==> src/design/blw_pkg.sv <==
// shared types and constants for the line pixel accumulator
`default_nettype none

package blw_pkg;

    localparam int COORD_BITS    = 12;
    localparam int PIXEL_BITS    = 16;
    localparam int SUM_BITS      = 29;
    localparam int CNT_BITS      = 13;
    localparam int ERR_BITS      = 14;
    localparam int KIND_BITS     = 2;
    localparam int IN_DATA_BITS  = 64;
    localparam int OUT_DATA_BITS = 72;

    // input word selector
    localparam logic CMD_LOAD  = 1'b0;
    localparam logic CMD_PIXEL = 1'b1;

    // result word kinds
    localparam logic [KIND_BITS-1:0] KIND_FETCH   = 2'd0;
    localparam logic [KIND_BITS-1:0] KIND_FINAL   = 2'd1;
    localparam logic [KIND_BITS-1:0] KIND_IGNORED = 2'd2;

    typedef struct packed {
        logic                       busy;
        logic [COORD_BITS-1:0]      cur_x;
        logic [COORD_BITS-1:0]      cur_y;
        logic [COORD_BITS-1:0]      stop_x;
        logic [COORD_BITS-1:0]      stop_y;
        logic [COORD_BITS-1:0]      delta_x;
        logic [COORD_BITS-1:0]      delta_y;
        logic                       step_x_neg;
        logic                       step_y_neg;
        logic                       x_major;
        logic signed [ERR_BITS-1:0] err;
        logic                       extra;
        logic [SUM_BITS-1:0]        sum;
        logic [CNT_BITS-1:0]        cnt;
    } t_walk_state;

    typedef struct packed {
        logic [KIND_BITS-1:0]  kind;
        logic [COORD_BITS-1:0] fetch_x;
        logic [COORD_BITS-1:0] fetch_y;
        logic [SUM_BITS-1:0]   total_sum;
        logic [CNT_BITS-1:0]   sample_count;
        logic                  last;
    } t_result;

    function automatic logic [COORD_BITS-1:0] advance(input logic [COORD_BITS-1:0] v,
                                                      input logic neg);
        logic [COORD_BITS-1:0] inc;
        inc = neg ? {COORD_BITS{1'b1}} : COORD_BITS'(1);
        return v + inc;
    endfunction

endpackage

`default_nettype wire

==> src/design/dense_line_pixel_accumulator.sv <==
// top level: walk state registers, step logic and result register
// Takes one input word per cycle and returns exactly one result word for each. A load word
// answers with the first fetch coordinate (or a final word for a zero-length line); every
// returned pixel word answers with the next fetch coordinate, a densifying extra fetch, the
// final sum and count with tlast set, or an ignored word while idle. The step logic is
// combinational and its result is registered in the cycle after the word is taken, at one
// word per cycle; the input stalls only while the result register is full and not taken.
`default_nettype none

module dense_line_pixel_accumulator (
    input  wire logic                                 i_clk,
    input  wire logic                                 i_rst_n,
    input  wire logic                                 i_s_tvalid,
    output logic                                      o_s_tready,
    // start_x, start_y, end_x, end_y, pixel_value
    input  wire logic [blw_pkg::IN_DATA_BITS-1:0]     i_s_tdata,
    // command
    input  wire logic                                 i_s_tuser,
    output logic                                      o_m_tvalid,
    input  wire logic                                 i_m_tready,
    // fetch_x, fetch_y, total_sum, sample_count, zero fill
    output logic [blw_pkg::OUT_DATA_BITS-1:0]         o_m_tdata,
    // kind
    output logic [blw_pkg::KIND_BITS-1:0]             o_m_tuser,
    output logic                                      o_m_tlast
);

    localparam int CW = blw_pkg::COORD_BITS;

    blw_pkg::t_walk_state r_state, n_state;
    blw_pkg::t_result     r_out, w_res;
    logic                 r_out_valid;
    logic                 in_acc;

    assign o_s_tready = !r_out_valid || i_m_tready;
    assign in_acc     = i_s_tvalid && o_s_tready;

    blw_step u_step (
        .i_state       (r_state),
        .i_command     (i_s_tuser),
        .i_start_x     (i_s_tdata[CW-1:0]),
        .i_start_y     (i_s_tdata[2*CW-1:CW]),
        .i_end_x       (i_s_tdata[3*CW-1:2*CW]),
        .i_end_y       (i_s_tdata[4*CW-1:3*CW]),
        .i_pixel_value ($signed(i_s_tdata[4*CW+blw_pkg::PIXEL_BITS-1:4*CW])),
        .o_state       (n_state),
        .o_result      (w_res)
    );

    always_ff @(posedge i_clk) begin
        if (!i_rst_n) begin
            r_state     <= '0;
            r_out_valid <= 1'b0;
        end else begin
            if (in_acc) begin
                r_state     <= n_state;
                r_out_valid <= 1'b1;
            end else if (i_m_tready) begin
                r_out_valid <= 1'b0;
            end
        end
    end

    always_ff @(posedge i_clk) begin
        if (in_acc) begin
            r_out <= w_res;
        end
    end

    assign o_m_tvalid = r_out_valid;
    assign o_m_tuser  = r_out.kind;
    assign o_m_tlast  = r_out.last;
    assign o_m_tdata  = {{(blw_pkg::OUT_DATA_BITS - 2*CW - blw_pkg::SUM_BITS
                           - blw_pkg::CNT_BITS){1'b0}},
                         r_out.sample_count, r_out.total_sum, r_out.fetch_y, r_out.fetch_x};

    // an extra sample is only ever pending inside a walk
    a_extra_busy: assert property (@(posedge i_clk) disable iff (!i_rst_n)
        r_state.extra |-> r_state.busy)
        else $error("extra sample pending while idle");

    // final word ends the walk
    a_final_idle: assert property (@(posedge i_clk) disable iff (!i_rst_n)
        (in_acc && w_res.kind == blw_pkg::KIND_FINAL) |=> !r_state.busy)
        else $error("walk still busy after final word");

    // ignored words only come while idle
    a_ignored_idle: assert property (@(posedge i_clk) disable iff (!i_rst_n)
        (in_acc && w_res.kind == blw_pkg::KIND_IGNORED) |-> !r_state.busy)
        else $error("pixel ignored during a walk");

    // tlast marks exactly the final word
    a_last_final: assert property (@(posedge i_clk) disable iff (!i_rst_n)
        o_m_tvalid |-> (o_m_tlast == (o_m_tuser == blw_pkg::KIND_FINAL)))
        else $error("tlast does not match final kind");

    // every pixel taken during a walk counts once
    a_count_step: assert property (@(posedge i_clk) disable iff (!i_rst_n)
        (in_acc && r_state.busy && i_s_tuser == blw_pkg::CMD_PIXEL)
        |=> r_state.cnt == blw_pkg::CNT_BITS'($past(r_state.cnt) + 1'b1))
        else $error("sample count did not advance");

endmodule

`default_nettype wire

==> src/design/blw_step.sv <==
// one walk step: next state and result word for one accepted input word
`default_nettype none

module blw_step (
    input  wire blw_pkg::t_walk_state                   i_state,
    input  wire logic                                   i_command,
    input  wire logic [blw_pkg::COORD_BITS-1:0]         i_start_x,
    input  wire logic [blw_pkg::COORD_BITS-1:0]         i_start_y,
    input  wire logic [blw_pkg::COORD_BITS-1:0]         i_end_x,
    input  wire logic [blw_pkg::COORD_BITS-1:0]         i_end_y,
    input  wire logic signed [blw_pkg::PIXEL_BITS-1:0]  i_pixel_value,
    output blw_pkg::t_walk_state                        o_state,
    output blw_pkg::t_result                            o_result
);

    localparam int CW = blw_pkg::COORD_BITS;
    localparam int EW = blw_pkg::ERR_BITS;

    logic          ld_xneg, ld_yneg, ld_xmaj;
    logic [CW-1:0] ld_dx, ld_dy, ld_dmaj;
    logic          maj_neg, min_neg;
    logic [CW-1:0] maj_cur, min_cur, maj_stop, d_maj, d_min, maj_adv, min_adv;
    logic [CW-1:0] new_maj, new_min;
    logic signed [EW-1:0] e_add, new_err;
    logic          take_extra, done;

    always_comb begin
        // load decode
        ld_xneg = i_end_x < i_start_x;
        ld_yneg = i_end_y < i_start_y;
        ld_dx   = ld_xneg ? i_start_x - i_end_x : i_end_x - i_start_x;
        ld_dy   = ld_yneg ? i_start_y - i_end_y : i_end_y - i_start_y;
        ld_xmaj = ld_dx >= ld_dy;
        ld_dmaj = ld_xmaj ? ld_dx : ld_dy;

        // walk step expressed on major and minor axes
        maj_cur  = i_state.x_major ? i_state.cur_x      : i_state.cur_y;
        min_cur  = i_state.x_major ? i_state.cur_y      : i_state.cur_x;
        maj_stop = i_state.x_major ? i_state.stop_x     : i_state.stop_y;
        d_maj    = i_state.x_major ? i_state.delta_x    : i_state.delta_y;
        d_min    = i_state.x_major ? i_state.delta_y    : i_state.delta_x;
        maj_neg  = i_state.x_major ? i_state.step_x_neg : i_state.step_y_neg;
        min_neg  = i_state.x_major ? i_state.step_y_neg : i_state.step_x_neg;
        maj_adv  = blw_pkg::advance(maj_cur, maj_neg);
        min_adv  = blw_pkg::advance(min_cur, min_neg);

        e_add      = i_state.err + $signed({{(EW-CW){1'b0}}, d_min});
        new_err    = i_state.err;
        new_min    = min_cur;
        take_extra = 1'b0;
        if (!i_state.extra) begin
            new_err = e_add;
            if (e_add >= 0) begin
                new_min    = min_adv;
                new_err    = e_add - $signed({{(EW-CW){1'b0}}, d_maj});
                take_extra = maj_adv != maj_stop;
            end
        end
        new_maj = take_extra ? maj_cur : maj_adv;
        done    = !take_extra && (maj_adv == maj_stop);

        o_state  = i_state;
        o_result = '0;

        if (i_command == blw_pkg::CMD_LOAD) begin
            o_state.sum   = '0;
            o_state.cnt   = '0;
            o_state.extra = 1'b0;
            if (i_start_x == i_end_x && i_start_y == i_end_y) begin
                o_state.busy  = 1'b0;
                o_result.kind = blw_pkg::KIND_FINAL;
                o_result.last = 1'b1;
            end else begin
                o_state.step_x_neg = ld_xneg;
                o_state.step_y_neg = ld_yneg;
                o_state.delta_x    = ld_dx;
                o_state.delta_y    = ld_dy;
                o_state.x_major    = ld_xmaj;
                o_state.err        = EW'(0) - $signed({{(EW-CW){1'b0}}, ld_dmaj >> 1});
                o_state.cur_x      = i_start_x;
                o_state.cur_y      = i_start_y;
                o_state.stop_x     = i_end_x;
                o_state.stop_y     = i_end_y;
                o_state.busy       = 1'b1;
                o_result.kind      = blw_pkg::KIND_FETCH;
                o_result.fetch_x   = i_start_x;
                o_result.fetch_y   = i_start_y;
            end
        end else if (!i_state.busy) begin
            o_result.kind = blw_pkg::KIND_IGNORED;
        end else begin
            o_state.sum = i_state.sum + {{(blw_pkg::SUM_BITS-blw_pkg::PIXEL_BITS)
                                          {i_pixel_value[blw_pkg::PIXEL_BITS-1]}},
                                         i_pixel_value};
            o_state.cnt   = i_state.cnt + blw_pkg::CNT_BITS'(1);
            o_state.err   = new_err;
            o_state.extra = take_extra;
            o_state.cur_x = i_state.x_major ? new_maj : new_min;
            o_state.cur_y = i_state.x_major ? new_min : new_maj;
            if (done) begin
                o_state.busy          = 1'b0;
                o_result.kind         = blw_pkg::KIND_FINAL;
                o_result.total_sum    = o_state.sum;
                o_result.sample_count = o_state.cnt;
                o_result.last         = 1'b1;
            end else begin
                o_result.kind    = blw_pkg::KIND_FETCH;
                o_result.fetch_x = o_state.cur_x;
                o_result.fetch_y = o_state.cur_y;
            end
        end
    end

endmodule

`default_nettype wire

==> config.mk <==
export PLATFORM = sky130hd
export DESIGN_NAME = dense_line_pixel_accumulator
export DESIGN_NICKNAME = d
export VERILOG_FILES = /design/src/design/blw_pkg.sv /design/src/design/dense_line_pixel_accumulator.sv /design/src/design/blw_step.sv
export SDC_FILE = /design/constraint.sdc
export NUM_CORES = 1
export LEC_CHECK = 0
export BUFFER_PORTS_ARGS = -buffer_cell sky130_fd_sc_hd__clkbuf_2
export CAP_MARGIN = 30
export CELL_PAD_IN_SITES_DETAIL_PLACEMENT = 1
export CELL_PAD_IN_SITES_GLOBAL_PLACEMENT = 1
export CORE_MARGIN = 2
export CORE_UTILIZATION = 50
export CTS_CLUSTER_DIAMETER = 40
export DETAILED_ROUTE_END_ITERATION = 7
export HOLD_SLACK_MARGIN = 0.02
export PLACE_DENSITY = 0.95
export SYNTH_ARGS = -nofsm -noshare
export SYNTH_HDL_FRONTEND = slang
export SYNTH_SLANG_ARGS = --single-unit
==> constraint.sdc <==
create_clock -name i_clk -period 21.5 [get_ports i_clk]
set_input_delay 6.45 -clock i_clk [delete_from_list [all_inputs] [get_ports i_clk]]
set_output_delay 6.45 -clock i_clk [all_outputs]
set_load 0.005 [all_outputs]
==> qor.yml, run 1 <==
synthesis:
  netlist_instances: 1949
  synthTopCellsByArea: "dfxtp_1 17%, edfxtp_1 13%, ha_1 10%"
  yosysTopAreaCell: "dfxtp_1"
  yosysTopAreaCellShare_pct: 16.6
  synth-main-ff-cell: "dfxtp_1"
  syn_area_per_cell_um2: 8.30
  synth_most_common_cell: "nor2_1"
  synth_edf_count: 68
  seq_area_frac_synth_pct: 29.2
  yosys_warnings: 0
  netlist_top_cells_count: "203 x nor2_1, 165 x nand2_1, 164 x a21oi_1"
  synth.distinct_cells: 84
  synth_area_mm2: 0.0162
  ys_ff_latch: 202
  async_reset_ff_share_pct: 0
route:
  drtPass1Iterations: 6
  wl_per_cell_um: 25.7
  drc_errors: 0
  num_vias: 16931
  wirelength_mm: 63.6
  first_iter_violations: 1691
  vias_per_cell: 6.85
  ant_nets: 0
critical_path:
  crit_type: "in2out"
  crit_slowest_cell: "nand2b_1"
  path_common_cell: "clkbuf_2"
  cp_max_fo: 3
  critPathMaxStageDelay_ps: 160
  cp.required_ps: 15050
  path_cells: "clkbuf_2 > nand2b_1 > clkbuf_2"
  startpoint_type: "input port"
  reg2regPathDepth: 13
  worstPathArrival_ps: 6820
  endpoint_kind: "output pin"
timing:
  tightestPinTransition_ps: 1090
  skew_ps: 29.9
  max_freq_mhz: 75.3
  hold_viol: 0
  finalCritPeriodShare_pct: 61.7
  finalSetupViolCount: 0
  slew_viol_final: 0
  period_minus_slack_ps: 13270
  rsz0062_at_grt: "false"
  tns_ps: 0
  max_slew_margin_pct: 27.0
power_and_ir_drop:
  internal_power_uw: 1000
  power_density_mw_per_mm2: 87.8
  irDropWorstVdd_mv: 0.0626
  pwr-share-seq_pct: 27.2
  p_sw_uw: 614
  p_leak_uw: 0.00798
  swShare_pct: 38.0
  pwr-share-comb_pct: 36.0
  pwr-share-clk_pct: 36.8
floorplan:
  die_x_um: 184
  initial_core_util_pct: 51.0
  die_h_um: 184
  fp-row-count: 65
  core-area_mm2: 0.0317
  dieArea_mm2: 0.0338
  ios: 146
cells_and_area:
  drive_gt1_share_pct: 14.5
  area_growth_pct: 13.7
  final_net_count: 2252
  design_area_mm2: 0.0184
placed_design:
  io_buffers: 139
  gp_congestion: 0.938
  placed_cell_area_mm2: 0.0171
  dp_hpwl_mm: 41.6
global_routing:
  grt_max_degree: 73
  grt_pass1_wl_mm: 99.9
  antenna_found_initial: 1
  overflow: 0
  grt_pass1_vias: 17755
  grt_util_all_layers_pct: 37.4
clock_network:
  root_buffer: "clkbuf_16"
  cts_buffers: 36
  htreeDepth: 2
  hold_buffers: 0
  cts.sinks: 202
  cts_resized: 0
  cts_buffer_depth: 3
  cts_tree: "done"
  post_cts_buffers: 0
  insertion_delay_ps: 540
  path_clk_slew_ps: 50
worst_hold_path:
  hold_class: "reg2reg"
  hold_depth: 2
job:
  max_cap_viol_count: 0
status:
  status: "completed"
[flip-flops by register name (all words and copies together) (netlist names)]
name,cells
o_m_tdata,66
o_m_tlast,1
o_m_tvalid,1
r_state,133
o_m_tuser,1
[power by group through the flow]
stage / combinational (uW) / clock, uW / sequential [uW]
after floorplan: 391 / 0 / 437
after detailed placement: 535 / 0 / 443
after CTS: 561 / 597 / 437
final: 582 / 595 / 439
after global routing: 622 / 615 / 440
after global placement: 504 / 0 / 441
[per-stage QoR]
| step | total power (uW) | hold slack, ps | instances | util [%] | worst slack, ps |
|---|---|---|---|---|---|
| 6_report | 1610 | 454 | 2473 | 58.0 | 8230 |
| 5_1_grt | 1680 | 479 | 2473 | 58.0 | 8210 |
| 3_5_place_dp | 979 | 450 | 2405 | 54.0 | 8220 |
| 2_1_floorplan | 828 | 436 | 1954 | - | 8440 |
| 3_3_place_gp | 945 | 441 | 2403 | 53.9 | 8240 |
| 4_1_cts | 1600 | 457 | 2471 | 57.9 | 8220 |
[layout by cell type, fill, tap and decap left out, types with 20 or more instances in the layout]
| cell type | netlist | routed |
|---|---|---|
| a21o_1 | 37 | 37 |
| nor3_1 | 38 | 38 |
| a211oi_1 | 39 | 39 |
| nor2_1 | 203 | 200 |
| nand2_1 | 165 | 165 |
| nand3_1 | 43 | 43 |
| clkbuf_16 | 0 | 37 |
| xor2_1 | 33 | 33 |
| dfxtp_1 | 134 | 133 |
| xnor2_1 | 69 | 69 |
| ha_1 | 132 | 132 |
| a21oi_1 | 164 | 164 |
| a31oi_1 | 31 | 31 |
| mux2i_1 | 70 | 70 |
| o211ai_1 | 20 | 20 |
| o21ai_0 | 106 | 106 |
| and3_1 | 37 | 37 |
| clkbuf_2 | 0 | 139 |
| inv_1 | 96 | 94 |
| mux2_2 | 45 | 45 |
| edfxtp_1 | 68 | 68 |
| a22oi_1 | 25 | 25 |
[worst max-delay path: cells and delay by family]
family        cells  cell delay [ps]
simple gates      1              160
buf+inv           2              210
[routing by layer]
| layer | GRT usage (%) | wire (um) | share of wire [%] | up-vias |
|---|---|---|---|---|
| li1 | - | - | - | 7304 |
| met1 | 43.7 | 24100 | 38 | 8255 |
| met2 | 62.3 | 29700 | 47 | 1041 |
| met3 | 6.93 | 5160 | 8.1 | 331 |
| met4 | 25.3 | 4600 | 7.2 | 0 |
| met5 | 0 | 0 | 0 | - |
[cells by family after synthesis]
kind of cell,count (synthesis),synth area share [%]
xor+xnor,105,5.86
simple gates,599,17.3
compound gates,582,23.7
flops,202,29.2
mux,116,7.55
fa+ha+maj,141,11.3
other cells,1,0.0232
buf+inv,203,5.01
[worst paths after layout]
| path | startpoint | end | slack (ps) |
|---|---|---|---|
| worst max-delay path | i_m_tready | o_s_tready | 8230 |
| worst min-delay path | r_state[93] | r_state[93] | 450 |
| worst max register to register | r_state[57] | o_m_tdata[17] | 14920 |
| worst min register to register | r_state[93] | r_state[93] | 450 |
[cell type report]
| class | count | area (um2) |
|---|---|---|
| Tap cell | 402 | 503 |
| Antenna cell | 1 | 2.50 |
| Clock inverter | 21 | 235 |
| Clock buffer | 45 | 996 |
| Sequential cell | 202 | 4730 |
| Multi-Input combinational cell | 1549 | 10700 |
| Fill cell | 3797 | 13300 |
| Inverter | 96 | 363 |
| Timing Repair Buffer | 157 | 878 |
Power figures use the tool's default switching activity.
==> inputs of run 2 (changes only) <==
--- a/config.mk
+++ b/config.mk
@@ -10,11 +10,11 @@
 export CELL_PAD_IN_SITES_DETAIL_PLACEMENT = 1
 export CELL_PAD_IN_SITES_GLOBAL_PLACEMENT = 1
 export CORE_MARGIN = 2
-export CORE_UTILIZATION = 50
+export CORE_UTILIZATION = 42
 export CTS_CLUSTER_DIAMETER = 40
 export DETAILED_ROUTE_END_ITERATION = 7
 export HOLD_SLACK_MARGIN = 0.02
-export PLACE_DENSITY = 0.95
+export PLACE_DENSITY = 0.88
 export SYNTH_ARGS = -nofsm -noshare
 export SYNTH_HDL_FRONTEND = slang
 export SYNTH_SLANG_ARGS = --single-unit
==> constraint.sdc (replaced) <==
create_clock -name i_clk -period 11.05 [get_ports i_clk]
set_input_delay 3.315 -clock i_clk [delete_from_list [all_inputs] [get_ports i_clk]]
set_output_delay 3.315 -clock i_clk [all_outputs]
set_load 0.005 [all_outputs]
==> run 2 against run 1 <==
  * Cell area is 0.33% higher
  * Largest power group unchanged
  * Global-route usage is 9.0 points lower
  * Combinational power is 87% higher
  * Sequential power is 94% higher
==> qor.yml, run 2 (synthesized netlist as in run 1, its figures left out) <==
status:
  status: "completed"
floorplan:
  fp-row-count: 71
  core-area_mm2: 0.0378
  dieArea_mm2: 0.0401
  die_h_um: 200
  die_x_um: 200
  ios: 146
  initial_core_util_pct: 42.8
timing:
  max_freq_mhz: 111
  tightestPinTransition_ps: 1110
  finalSetupViolCount: 0
  rsz0062_at_grt: "false"
  hold_viol: 0
  fin_hold_ws_ps: 462
  slew_viol_final: 0
  tns_ps: 0
  skew_ps: 22.6
  period_minus_slack_ps: 9040
  max_slew_margin_pct: 26.1
  finalCritPeriodShare_pct: 81.8
worst_hold_path:
  hold_class: "reg2reg"
clock_network:
  cts_tree: "done"
  insertion_delay_ps: 550
  post_cts_buffers: 0
  path_clk_slew_ps: 60
  cts.sinks: 202
  hold_buffers: 0
  htreeDepth: 2
  root_buffer: "clkbuf_16"
  cts_buffers: 35
  cts_resized: 0
  cts_buffer_depth: 3
critical_path:
  startpoint_type: "input port"
  crit_type: "in2reg"
  endpoint_kind: "flip-flop"
  worstPathArrival_ps: 9540
  cp_max_fo: 15
  cp.required_ps: 11550
power_and_ir_drop:
  internal_power_uw: 1900
  pwr-share-clk_pct: 36.4
  p_leak_uw: 0.00795
  p_sw_uw: 1160
  irDropWorstVdd_mv: 0.116
  pwr-share-comb_pct: 35.7
  swShare_pct: 37.9
  power_density_mw_per_mm2: 166
  total_power_uw: 3060
  pwr-share-seq_pct: 27.9
global_routing:
  grt_pass1_vias: 16427
  antenna_found_initial: 0
  grt_util_all_layers_pct: 28.4
  grt_max_degree: 69
  overflow: 0
  grt_pass1_wl_mm: 91.7
placed_design:
  io_buffers: 139
  gp_congestion: 0.977
  placed_cell_area_mm2: 0.0173
  dp_hpwl_mm: 43.2
cells_and_area:
  largest_register_ffs: 133
  regMostFlops: "r_state"
  num_antenna_cells: 0
  fill_cells: 4615
  final_cell_mix: "200 x nor2_1, 165 x nand2_1, 164 x a21oi_1, 139 x clkbuf_2, 133 x dfxtp_1"
  final_net_count: 2250
  final_common_cell: "nor2_1"
  drive_gt1_share_pct: 14.6
  area_growth_pct: 14.1
  design_area_mm2: 0.0185
route:
  wl_per_cell_um: 22.7
  first_iter_violations: 1026
  wirelength_mm: 58.5
  drc_errors: 0
  vias_per_cell: 6.17
  num_vias: 15897
  drtPass1Iterations: 5
  ant_nets: 0
job:
  max_cap_viol_count: 0
==> run 2: cell count changes in the layout (fill, tap and decap cells not counted), moves of 3 or more <==
cell      delta
clkinv_4     +3
clkinv_2     +3
inv_6        -3
clkbuf_8     -4
==> run 2: area by class of cell <==
cell class	count	area, um2	share of cell area, %
inverters	96	363	1.97
well taps	511	639	3.46
clock inverters	26	280	1.52
clock buffers	38	908	4.92
repair buffers	156	847	4.59
multi-input cells	1549	10700	57.9
flip-flops and latches	202	4730	25.6
==> run 2: path summary, 6_finish.rpt <==
check                start       endpoint  slack (ps)  depth (start not counted)
max          i_s_tdata[36]    r_state[51]        2010                         26
min           r_state[100]   r_state[100]         460                          2
max reg2reg    r_state[57]  o_m_tdata[17]        4800                         13
min reg2reg   r_state[100]   r_state[100]         460                          2
==> run 2: power by group through the flow <==
| stage | combinational (uW) | sequential, uW | clock, uW |
|---|---|---|---|
| floorplan | 761 | 851 | 0 |
| global placement | 1010 | 863 | 0 |
| detailed placement | 1060 | 866 | 0 |
| CTS | 1070 | 852 | 1130 |
| global route | 1180 | 858 | 1160 |
| finish | 1090 | 853 | 1110 |
==> run 2: layer usage <==
| layer | part of all wire, % | vias up | wire, um | track usage (%) |
|---|---|---|---|---|
| met5 | 0 | - | 0 | 0 |
| li1 | - | 7324 | - | - |
| met2 | 48 | 561 | 27800 | 48.8 |
| met1 | 42 | 7882 | 24600 | 35.4 |
| met4 | 4.2 | 0 | 2490 | 12.1 |
| met3 | 6.2 | 130 | 3600 | 4.10 |
==> run 2: critical path, stage by stage <==
cell	delay [ps]
clkbuf_2	110
inv_1	60
ha_1	210
inv_1	70
fa_1	380
a21o_1	210
a221o_1	370
a211oi_2	480
mux2_2	390
a22oi_1	400
nand2_1	150
a31oi_1	230
xor2_1	240
ha_1	290
a21oi_1	140
o31a_1	170
o21a_1	560
nand2_1	150
nand2_1	100
ha_1	190
nand2_1	70
nor3_1	210
a22oi_1	220
or3b_1	410
a21oi_1	180
o221a_2	220
==> run 2: per-stage QoR <==
stage | util, % | setup WS, ps | std cells
2_1_floorplan | - | 2510 | 1954
5_1_grt | 48.8 | 1600 | 2578
6_report | 48.8 | 2010 | 2578
3_3_place_gp | 45.5 | 1840 | 2512
4_1_cts | 48.8 | 2170 | 2578
3_5_place_dp | 45.6 | 1660 | 2514
